[src/hdl/utf8d_pkg.sv]
`timescale 1ns / 1ps
`default_nettype none
// ----------------------------------------------------------------------------
// UTF-8 decoder package
// Shared transaction types and field widths for the UTF-8 code point decoder.
// ----------------------------------------------------------------------------
package utf8d_pkg;

  localparam int unsigned ByteW = 8;
  localparam int unsigned CpW   = 21;
  localparam int unsigned SixW  = 6;

  typedef struct packed {
    logic [ByteW-1:0] byte_in;
    logic             text_end;
  } in_item_t;

  typedef struct packed {
    logic [CpW-1:0] code_point;
    logic           run_last;
  } out_item_t;

  // Work for one input byte: up to two held continuations, then an optional tail value.
  typedef struct packed {
    logic [1:0]      held_n;
    logic [SixW-1:0] held0;
    logic [SixW-1:0] held1;
    logic            has_tail;
    logic [CpW-1:0]  tail;
  } cmd_t;

endpackage : utf8d_pkg
`default_nettype wire

[src/hdl/utf8_codepoint_decoder.sv]
`timescale 1ns / 1ps
`default_nettype none
// An accepted byte's command is queued, then its results are loaded into the output register.
// Throughput: one byte per cycle while the queue has room; a byte causing several results
// holds the single output register until all are taken, while the queue lets input run on.
// A multi-byte lead byte with no open sequence, even at text end, gives no result or push.
// Reset clears the open sequence, empties the queue and drops any pending result.
// ----------------------------------------------------------------------------
// UTF-8 code point decoder
// Front end decodes bytes into commands, a queue decouples it from the back
// end, which delivers code points one transaction at a time.
// ----------------------------------------------------------------------------
module utf8_codepoint_decoder import utf8d_pkg::*; #(
  parameter int unsigned QueueDepth = 4
) (
  input  wire logic      clk_i,
  input  wire logic      rst_ni,
  input  wire logic      in_valid_i,
  output logic           in_ready_o,
  input  wire in_item_t  in_item_i,
  output logic           out_valid_o,
  input  wire logic      out_ready_i,
  output out_item_t      out_item_o
);

  logic q_full, q_empty, push, pop;
  cmd_t cmd, head;

  utf8d_front u_front (
    .clk_i      (clk_i),
    .rst_ni     (rst_ni),
    .in_valid_i (in_valid_i),
    .in_ready_o (in_ready_o),
    .in_item_i  (in_item_i),
    .q_full_i   (q_full),
    .push_o     (push),
    .cmd_o      (cmd)
  );

  utf8d_queue #(
    .Depth (QueueDepth)
  ) u_queue (
    .clk_i   (clk_i),
    .rst_ni  (rst_ni),
    .push_i  (push),
    .cmd_i   (cmd),
    .pop_i   (pop),
    .full_o  (q_full),
    .empty_o (q_empty),
    .head_o  (head)
  );

  utf8d_back u_back (
    .clk_i       (clk_i),
    .rst_ni      (rst_ni),
    .empty_i     (q_empty),
    .head_i      (head),
    .pop_o       (pop),
    .out_valid_o (out_valid_o),
    .out_ready_i (out_ready_i),
    .out_item_o  (out_item_o)
  );

endmodule : utf8_codepoint_decoder
`default_nettype wire

[src/hdl/utf8d_front.sv]
`timescale 1ns / 1ps
`default_nettype none
// ----------------------------------------------------------------------------
// UTF-8 decoder front end
// Accepts bytes, tracks the open sequence and issues at most one command per byte.
// ----------------------------------------------------------------------------
module utf8d_front import utf8d_pkg::*; (
  input  wire logic     clk_i,
  input  wire logic     rst_ni,
  input  wire logic     in_valid_i,
  output logic          in_ready_o,
  input  wire in_item_t in_item_i,
  input  wire logic     q_full_i,
  output logic          push_o,
  output cmd_t          cmd_o
);

  localparam logic [2:0] LenNone = 3'd0;
  localparam logic [2:0] LenTwo  = 3'd2;
  localparam logic [2:0] LenThree = 3'd3;
  localparam logic [2:0] LenFour = 3'd4;

  logic [2:0]     len_q, len_d;
  logic [1:0]     bt_q, bt_d;
  logic [CpW-1:0] acc_q, acc_d;

  logic [ByteW-1:0] b;
  logic             text_end;
  logic             accept;
  logic             is_cont;
  logic [2:0]       lead_len;
  logic [CpW-1:0]   lead_pay;
  logic [CpW-1:0]   acc_cont;
  logic [1:0]       bt_inc;
  logic             complete;
  cmd_t             cmd;

  assign in_ready_o = ~q_full_i;
  assign accept     = in_valid_i & in_ready_o;
  assign b          = in_item_i.byte_in;
  assign text_end   = in_item_i.text_end;
  assign is_cont    = (b[7:6] == 2'b10);
  assign acc_cont   = {acc_q[CpW-SixW-1:0], b[SixW-1:0]};
  assign bt_inc     = bt_q + 2'd1;
  assign complete   = (({1'b0, bt_inc} + 3'd1) >= len_q);

  always_comb begin
    lead_len = 3'd1;
    lead_pay = CpW'(b);
    if (b[7:5] == 3'b110) begin
      lead_len = LenTwo;
      lead_pay = CpW'(b[4:0]);
    end else if (b[7:4] == 4'b1110) begin
      lead_len = LenThree;
      lead_pay = CpW'(b[3:0]);
    end else if (b[7:3] == 5'b11110) begin
      lead_len = LenFour;
      lead_pay = CpW'(b[2:0]);
    end
  end

  always_comb begin
    len_d = len_q;
    bt_d  = bt_q;
    acc_d = acc_q;
    cmd   = '0;
    if (accept) begin
      if ((len_q != LenNone) && is_cont) begin
        acc_d = acc_cont;
        bt_d  = bt_inc;
        if (complete) begin
          cmd.has_tail = 1'b1;
          cmd.tail     = acc_cont;
          len_d = LenNone;
          bt_d  = '0;
          acc_d = '0;
        end else if (text_end) begin
          cmd.held_n = bt_inc;
          cmd.held0  = (bt_inc == 2'd2) ? acc_cont[2*SixW-1:SixW] : acc_cont[SixW-1:0];
          cmd.held1  = acc_cont[SixW-1:0];
          len_d = LenNone;
          bt_d  = '0;
          acc_d = '0;
        end
      end else begin
        if (len_q != LenNone) begin
          cmd.held_n = bt_q;
          cmd.held0  = (bt_q == 2'd2) ? acc_q[2*SixW-1:SixW] : acc_q[SixW-1:0];
          cmd.held1  = acc_q[SixW-1:0];
        end
        len_d = LenNone;
        bt_d  = '0;
        acc_d = '0;
        if (lead_len == 3'd1) begin
          cmd.has_tail = 1'b1;
          cmd.tail     = CpW'(b);
        end else if (!text_end) begin
          len_d = lead_len;
          acc_d = lead_pay;
        end
      end
    end
  end

  assign cmd_o  = cmd;
  assign push_o = accept & ((cmd.held_n != 2'd0) | cmd.has_tail);

  always_ff @(posedge clk_i or negedge rst_ni) begin
    if (!rst_ni) begin
      len_q <= LenNone;
      bt_q  <= '0;
      acc_q <= '0;
    end else begin
      len_q <= len_d;
      bt_q  <= bt_d;
      acc_q <= acc_d;
    end
  end

endmodule : utf8d_front
`default_nettype wire

[src/hdl/utf8d_queue.sv]
`timescale 1ns / 1ps
`default_nettype none
// ----------------------------------------------------------------------------
// UTF-8 decoder command queue
// Small register FIFO between the front end and the result serializer.
// ----------------------------------------------------------------------------
module utf8d_queue import utf8d_pkg::*; #(
  parameter int unsigned Depth = 4
) (
  input  wire logic clk_i,
  input  wire logic rst_ni,
  input  wire logic push_i,
  input  wire cmd_t cmd_i,
  input  wire logic pop_i,
  output logic      full_o,
  output logic      empty_o,
  output cmd_t      head_o
);

  localparam int unsigned PtrW = (Depth > 1) ? $clog2(Depth) : 1;
  localparam int unsigned CntW = $clog2(Depth + 1);

  cmd_t            mem_q [Depth];
  logic [PtrW-1:0] wr_ptr_q, rd_ptr_q;
  logic [CntW-1:0] cnt_q;
  logic            do_push, do_pop;

  assign full_o  = (cnt_q == CntW'(Depth));
  assign empty_o = (cnt_q == '0);
  assign head_o  = mem_q[rd_ptr_q];
  assign do_push = push_i & ~full_o;
  assign do_pop  = pop_i & ~empty_o;

  always_ff @(posedge clk_i) begin
    if (do_push) begin
      mem_q[wr_ptr_q] <= cmd_i;
    end
  end

  always_ff @(posedge clk_i or negedge rst_ni) begin
    if (!rst_ni) begin
      wr_ptr_q <= '0;
      rd_ptr_q <= '0;
      cnt_q    <= '0;
    end else begin
      if (do_push) begin
        wr_ptr_q <= (wr_ptr_q == PtrW'(Depth - 1)) ? '0 : wr_ptr_q + PtrW'(1);
      end
      if (do_pop) begin
        rd_ptr_q <= (rd_ptr_q == PtrW'(Depth - 1)) ? '0 : rd_ptr_q + PtrW'(1);
      end
      if (do_push && !do_pop) begin
        cnt_q <= cnt_q + CntW'(1);
      end else if (do_pop && !do_push) begin
        cnt_q <= cnt_q - CntW'(1);
      end
    end
  end

endmodule : utf8d_queue
`default_nettype wire

[src/hdl/utf8d_back.sv]
`timescale 1ns / 1ps
`default_nettype none
// ----------------------------------------------------------------------------
// UTF-8 decoder back end
// Expands each queued command into one to three results in an output register.
// ----------------------------------------------------------------------------
module utf8d_back import utf8d_pkg::*; (
  input  wire logic clk_i,
  input  wire logic rst_ni,
  input  wire logic empty_i,
  input  wire cmd_t head_i,
  output logic      pop_o,
  output logic      out_valid_o,
  input  wire logic out_ready_i,
  output out_item_t out_item_o
);

  logic [1:0]     idx_q;
  logic           out_valid_q;
  out_item_t      out_q;
  logic [1:0]     total;
  logic           last;
  logic           load;
  logic [CpW-1:0] cp;
  logic [SixW-1:0] six;

  assign total = head_i.held_n + {1'b0, head_i.has_tail};
  assign last  = ((idx_q + 2'd1) == total);
  assign load  = ~empty_i & (~out_valid_q | out_ready_i);
  assign pop_o = load & last;
  assign six   = (idx_q == 2'd0) ? head_i.held0 : head_i.held1;
  assign cp    = (idx_q < head_i.held_n) ? CpW'({2'b10, six}) : head_i.tail;

  assign out_valid_o = out_valid_q;
  assign out_item_o  = out_q;

  always_ff @(posedge clk_i) begin
    if (load) begin
      out_q.code_point <= cp;
      out_q.run_last   <= last;
    end
  end

  always_ff @(posedge clk_i or negedge rst_ni) begin
    if (!rst_ni) begin
      out_valid_q <= 1'b0;
      idx_q       <= '0;
    end else begin
      if (load) begin
        out_valid_q <= 1'b1;
        idx_q       <= last ? 2'd0 : idx_q + 2'd1;
      end else if (out_ready_i) begin
        out_valid_q <= 1'b0;
      end
    end
  end

endmodule : utf8d_back
`default_nettype wire

[config.mk]
export PLATFORM = sky130hd
export DESIGN_NAME = utf8_codepoint_decoder
export DESIGN_NICKNAME = d
export VERILOG_FILES = /design/src/hdl/utf8d_pkg.sv /design/src/hdl/utf8_codepoint_decoder.sv /design/src/hdl/utf8d_front.sv /design/src/hdl/utf8d_queue.sv /design/src/hdl/utf8d_back.sv
export SDC_FILE = /design/constraint.sdc
export NUM_CORES = 1
export LEC_CHECK = 0
export BUFFER_PORTS_ARGS = -buffer_cell sky130_fd_sc_hd__buf_2
export CAP_MARGIN = 5
export CORE_ASPECT_RATIO = 1.75
export CORE_MARGIN = 1
export CORE_UTILIZATION = 35
export CTS_BUF_LIST = sky130_fd_sc_hd__clkbuf_8
export CTS_CLUSTER_SIZE = 16
export DETAILED_ROUTE_END_ITERATION = 16
export PLACE_DENSITY_LB_ADDON = 0.05
export SYNTH_ARGS = -nofsm -noshare
export SYNTH_HDL_FRONTEND = slang
export SYNTH_HIERARCHICAL = 1
export SYNTH_SLANG_ARGS = --single-unit
[constraint.sdc]
create_clock -name clk_i -period 4.4 [get_ports clk_i]
set_input_delay 0.66 -clock clk_i [delete_from_list [all_inputs] [get_ports clk_i]]
set_output_delay 0.66 -clock clk_i [all_outputs]
set_load 0.01 [all_outputs]
# After elaboration in Yosys (flattened, before gate mapping)
# Memory sizes are Yosys's and may differ from the RTL's.
# Index checks and enable logic that the tools add are counted.
word_totals:
  register_bits: 52
  word_cells: 96
  ram_bits: 144
  n_memories: 1
mem_list:
  columns: ["memory", "words", "width", "rd", "rd_clocked_by_memory_dff", "write_ports", "line_no", "text"]
  rows:
  - ["u_queue.mem_q", 4, 36, 1, 0, 1, "utf8d_queue.sv:23", "cmd_t mem_q [Depth];"]
op_classes:
  eq_ne: 12
  n_reduce_logical: 12
  n_bitwise: 11
  n_addsub: 8
  n_mux: 39
  order_cmp: 2
op_table:
  columns: ["op", "count"]
  rows:
  - ["15-bit 2-to-1 mux", 6]
  - ["36-bit 2-to-1 mux", 2]
  - ["22-bit 2-to-1 mux", 2]
  - ["14-bit 2-to-1 mux", 3]
  - ["3-bit 2-to-1 mux", 10]
  - ["6-bit 2-to-1 mux", 4]
  - ["8-bit 2-to-1 mux", 2]
  - ["2-bit 2-to-1 mux", 6]
  - ["2-bit == test (second input constant)", 5]
  - ["2-bit by 1-bit adder with 2-bit output (second input constant)", 4]
  - ["1-bit bitwise AND", 6]
  - ["3-bit == test (second input constant)", 2]
  - ["2-bit nonzero test", 3]
  - ["5-bit == test (second input constant)", 1]
  - ["4-bit == test (second input constant)", 1]
  - ["1-bit 2-to-1 mux", 4]
  - ["2-bit by 1-bit adder with 3-bit output (second input constant)", 1]
  - ["3-bit by 1-bit adder with 3-bit output (second input constant)", 1]
  - ["3-bit by 1-bit == test with 1-bit output (second input constant)", 1]
  - ["3-bit greater-or-equal comparator", 1]
  - ["1-bit logical AND", 3]
  - ["3-bit logical NOT", 1]
  - ["3-bit by 2-bit != test with 1-bit output (second input constant)", 1]
  - ["1-bit NOT", 3]
  - ["other kinds (9)", 11]

# Depth between registers and ports, before layout
logic_depth:
  ltp_word: 16
  depth_mapped: 16

# By module
# Netlist, hierarchy kept.
modules_own_cells:
  columns: ["mod", "seq_area_each_um2", "area_per_inst_um2", "n_inst", "cells_each"]
  rows:
  - ["utf8d_queue", 4499.3, 5652.9, 1, 225]
  - ["utf8d_front", 500.5, 1561.5, 1, 177]
  - ["utf8d_back", 735.7, 1166.1, 1, 75]

# Worst setup path before layout
# No wires, ideal clock.
synth_timing:
  path_kind: "register to register"
  start: "reg u_front.bt_q[0]"
  end: "mem u_queue/mem_q[3][0] (netlist name), enable pin"
  synth_period_minus_slack_ns: 3.971
  stages_incl_launch_ff: 11
  path_buffers: 0
  setup_slack_ns: 0.429
  arrival_ns: 3.541
  required_time_ns: 3.971
  cell_sequence: "dfrtp_1 > inv_1 > ha_1 > xor2_1 > ha_1 > nand2_1 > o21ai_0 > o21ai_1 > a31oi_1 > nand2_1 > nor2_1"
synth_via:
  elab_chain_cells: 12
synth_lines:
  columns: ["element", "line_no", "text"]
  rows:
  - ["from (decl)", "utf8d_front.sv:24", "logic [1:0] bt_q, bt_d;"]
  - ["from (signal assigned)", "utf8d_front.sv:115", "bt_q <= bt_d;"]
  - ["2-bit by 1-bit adder with 2-bit output", "utf8d_front.sv:44", "assign bt_inc = bt_q + 2'd1;"]
  - ["2-bit by 1-bit adder with 3-bit output", "utf8d_front.sv:45", "assign complete = (({1'b0, bt_inc} + 3'd1) >= len_q);"]
  - ["3-bit greater-or-equal comparator", "utf8d_front.sv:45", null]
  - ["14-bit 2-to-1 mux", "utf8d_front.sv:71", "if (complete) begin"]
  - ["36-bit 2-to-1 mux (*)", "utf8d_front.sv:68", "if ((len_q != LenNone) && is_cont) begin"]
  - ["36-bit 2-to-1 mux (*)", "utf8d_front.sv:67", "if (accept) begin"]
  - ["2-bit nonzero test", "utf8d_front.sv:106", "assign push_o = accept & ((cmd.held_n != 2'd0) | cmd.has_tail);"]
  - ["1-bit OR (*)", "utf8d_front.sv:106", null]
  - ["1-bit bitwise AND (*)", "utf8d_front.sv:106", null]
  - ["net push", "utf8_codepoint_decoder.sv:26", "logic q_full, q_empty, push, pop;"]
  - ["1-bit bitwise AND (*)", "utf8d_queue.sv:31", "assign do_push = push_i & ~full_o;"]
  - ["1-bit 2-to-1 mux (*)", "utf8d_queue.sv:35", "if (do_push) begin"]
  - ["1-bit 2-to-1 mux (implied by the code) (*)", "utf8d_queue.sv:36", "mem_q[wr_ptr_q] <= cmd_i;"]
  - ["to (decl)", "utf8d_queue.sv:23", null]
# Mark *: on every way through the listed nets, which the timed path passes. The rest lies on a longest branch.

# Worst setup path after layout
layout_timing:
  start: "reg u_front.bt_q[0]"
  end: "reg u_queue.cnt_q[2]"
layout_via:
  elab_chain_cells: 13
layout_lines:
  columns: ["element", "line_no", "text"]
  rows:
  - ["2-bit by 1-bit adder with 2-bit output", "utf8d_front.sv:44", null]
  - ["2-bit by 1-bit adder with 3-bit output", "utf8d_front.sv:45", null]
  - ["3-bit greater-or-equal comparator", "utf8d_front.sv:45", null]
  - ["14-bit 2-to-1 mux", "utf8d_front.sv:71", null]
  - ["36-bit 2-to-1 mux (*)", "utf8d_front.sv:68", null]
  - ["36-bit 2-to-1 mux (*)", "utf8d_front.sv:67", null]
  - ["2-bit nonzero test", "utf8d_front.sv:106", null]
  - ["1-bit OR (*)", "utf8d_front.sv:106", null]
  - ["1-bit bitwise AND (*)", "utf8d_front.sv:106", null]
  - ["net push", "utf8_codepoint_decoder.sv:26", null]
  - ["1-bit bitwise AND (*)", "utf8d_queue.sv:31", null]
  - ["net u_queue.do_push", "utf8d_queue.sv:26", "logic do_push, do_pop;"]
  - ["1-bit logical NOT", "utf8d_queue.sv:54", "end else if (do_pop && !do_push) begin"]
  - ["1-bit logical AND", "utf8d_queue.sv:54", null]
  - ["2-bit nonzero test (no source line)", null, null]
  - ["to (signal assigned)", "utf8d_queue.sv:53", "cnt_q <= cnt_q + CntW'(1);"]
  - ["to (signal assigned)", "utf8d_queue.sv:55", "cnt_q <= cnt_q - CntW'(1);"]
  - ["to (decl)", "utf8d_queue.sv:25", "logic [CntW-1:0] cnt_q;"]
# Marked as above.
# A chain may end at the register's enable or synchronous reset.

==> results.toml <==
[status]
outcome = "finished clean"

[global_routing]
antenna_found_initial = 0
globalRouteTotalUtil_pct = 16.2
grt-ovfl-total = 0
first_global_vias = 4656
grt_pass1_wl_mm = 28.2
grt_max_degree = 39

[floorplanning]
chipWidth_um = 119
start_util_pct = 35.8
die_area_um2 = 24600
die_y_um = 207
rows = 74
floorplan.core_area_um2 = 23400
boundaryPins = 37

[place]
place_ws_ns = 0.772
hpwl_mm = 11.5
placement.io_buffers = 36
placed_area_um2 = 8940
gp_congestion = 0.716

[detailed_routing]
drc = 0
vias_per_cell = 5.08
wl_per_cell_um = 21.9
drtPass1Iterations = 4
dr_wl_met2_mm = 9.83
drtIter0Drc = 266
wirelength_mm = 18.3
drtAntennaViolNets = 0
wl_met1_mm = 7.43
wl_met3_um = 526
vias = 4235
maxUsedRoutingLayer = "met4"

[synth]
synthTopCellsByCount = "edfxtp_1 (166), mux4_2 (36), dfrtp_1 (30)"
synth_cell_types = 55
synth_flop_cell = "edfxtp_1"
netlist_area_um2 = 8380
synthCells = 477
synth_area_leaders = "edfxtp_1 (59%), mux4_2 (9.7%), dfrtp_1 (9.0%), mux2_2 (3.1%), ha_1 (2.2%)"
syn_area_per_cell_um2 = 17.6
yosys_warnings = 6
syn-num-nets = 506
ys_seq_area_share_pct = 68.4
synth_edf_count = 166
async_flop_share_pct = 15.3
synth_top_area_share_pct = 59.5
synth_seq_cells = 196
yosys.area.top_type = "edfxtp_1"
yosys.cell_count.top_type = "edfxtp_1"

[power_and_ir_drop]
cellLeakagePower_nw = 3.25
cellPowerDensity_nw_per_um2 = 609
finalPower_mw = 5.68
irDropWorstVdd_mv = 0.324

[worst_setup_path]
slowest_delay_ns = 0.41
cp_cell_sequence = "inv_1 > ha_1 > xor2_1 > ha_1 > nand2_1 > o21ai_0 > o21ai_1 > a31oi_1 > nor2b_4 > ha_1 > inv_1 > fa_1 > xor2_1 > nor2_1 > xor2_1"
crit_path_end_kind = "register"
crit_type = "reg2reg"
crit_slowest_cell = "dfrtp_1"
cp_data_arrival_time_ns = 4.06
cp-start-kind = "register"
cp_max_fo = 6
critical_path_required_ns = 4.81

[timing]
tns_ns = 0
hold_ws_ns = 0.229
fmax_mhz = 274
relSlewSlack_pct = 45.1
finalMaxSlewViolations = 0
worst_slew_pin_slew_ns = 0.820
hold_viol = 0
period_share_pct = 82.9
fin_ws_ns = 0.753
rsz0062_at_grt = "no"
min_period_ns = 3.65
fin_worst_skew_ns = 0.00917
setup_viol = 0

[clock_network]
clockBufferDepth = 2
cts_sinks = 196
cts_buffers = 17
htreeDepth = 4
clk_latency_ns = 0.48
cts-resized-gates = 0
postCtsSetupBuffers = 0
clk_pin_slew_ns = 0.09
cts_hold_buf = 0
cts_tree = "yes"
root_buffer = "clkbuf_8"

[final_layout]
diodes = 0
nets = 546
fill_cells = 2149
layout-drive-gt1-share_pct = 30.0
syn_to_final_growth_pct = 11.2
final_area_um2 = 9320

[hold_path]
hp-class = "in2async"

[run]
drv_cap = 0
[critical path, delay by kind of cell (launching register included)]
kind                     cells  cell delay (ns)
buffers and inverters        2             0.24
flip-flops                   1             0.41
adder cells (fa/ha/maj)      4             1.14
AO/OA/AOI/OAI                3             0.84
XOR/XNOR                     3             0.49
AND/OR/NAND/NOR              3             0.45
[metrics by stage]
step                      utilization (%)  std cells
final                                39.8        834
after global routing                 39.8        834
after CTS                            39.8        834
after detailed placement             38.2        802
after global placement               38.2        802
after floorplan                         -        477
[layout make-up]
class                      instances  area, um2  area share [%]
clock buffer                      17        234            2.51
clock inverter                    15        148            1.58
inverter                          15       56.3           0.604
multi-input combinational        240       2450            26.3
sequential                       196       5740            61.5
tap                              304        380            4.08
timing repair buffer              47        313            3.36
[layer usage]
| metal | GRT usage (%) | vias to the layer above |
|---|---|---|
| li1 | - | 1933 |
| met1 | 18.7 | 2203 |
| met2 | 28.9 | 78 |
| met3 | 3.46 | 21 |
| met4 | 7.28 | 0 |
| met5 | 0 | - |
[state kept, by name, summed over array words and instances, names as in the netlist]
| signal | flops |
|---|---|
| u_queue/mem_q | 144 |
| u_back/out_item_o | 22 |
| u_front/acc_q | 15 |
| u_front/len_q | 3 |
| u_queue/cnt_q | 3 |
| u_back/idx_q | 2 |
| u_front/bt_q | 2 |
| u_queue/rd_ptr_q | 2 |
| u_queue/wr_ptr_q | 2 |
| u_back/out_valid_o | 1 |
[worst paths after layout]
| check | to | from | slack [ns] | cells past startpoint |
|---|---|---|---|---|
| max reg2reg | u_queue/cnt_q[2]$_DFFE_PN0P_ | u_front/bt_q[0]$_DFFE_PN0P_ | 0.75 | 15 |
| max in group asynchronous | u_queue/rd_ptr_q[0]$_DFFE_PN0P_ | rst_ni | 3.67 | 1 |
| max | u_queue/cnt_q[2]$_DFFE_PN0P_ | u_front/bt_q[0]$_DFFE_PN0P_ | 0.75 | 15 |
| min in group clk_i | u_front/acc_q[1]$_DFFE_PN0P_ | in_item_i[2] | 0.51 | 2 |
| min | u_queue/cnt_q[2]$_DFFE_PN0P_ | rst_ni | 0.23 | 1 |
| min reg2reg | u_front/acc_q[12]$_DFFE_PN0P_ | u_front/acc_q[12]$_DFFE_PN0P_ | 0.51 | 1 |
[report_power, final]
group / internal (mW) / switching (mW) / leakage [nW]
logic: 0.896 / 0.967 / 1.08
registers: 2.48 / 0.178 / 1.97
clock network: 0.544 / 0.612 / 0.197
total: 3.92 / 1.76 / 3.25
[logic make-up after synthesis]
logic type                 count (synthesis)  synth area share (%)
AOI/OAI and AO/OA                         50                  4.42
xor gates and xnor gates                   6                 0.806
adders and majority gates                 16                  2.48
buffers and inverters                     41                  2.45
DFF                                      196                  68.4
muxes                                     68                  14.3
and+or+nand+nor                          100                  7.14
[cells in the final DEF (no fill, tap or decap), types with 4 or more instances in the layout]
cell      Yosys  layout
nor2_1       10       8
ha_1         15      15
mux4_2       36      36
edfxtp_1    166     166
dfrtp_1      30      29
nand4_1      12      12
clkinv_1      0       4
nor2b_1      16      16
and2_1       22      19
buf_12        0       4
mux2_4        7       7
clkinv_2      0       4
a21oi_1      15      15
nand2_1      17      17
a22o_1       11      11
inv_1        14      16
mux2_2       23      23
a32o_1        4       4
nor3_1        5       5
o21ai_0       5       5
buf_4         2       7
clkbuf_8      0      17
buf_2        11      36
(Power assumes the default switching activity.)
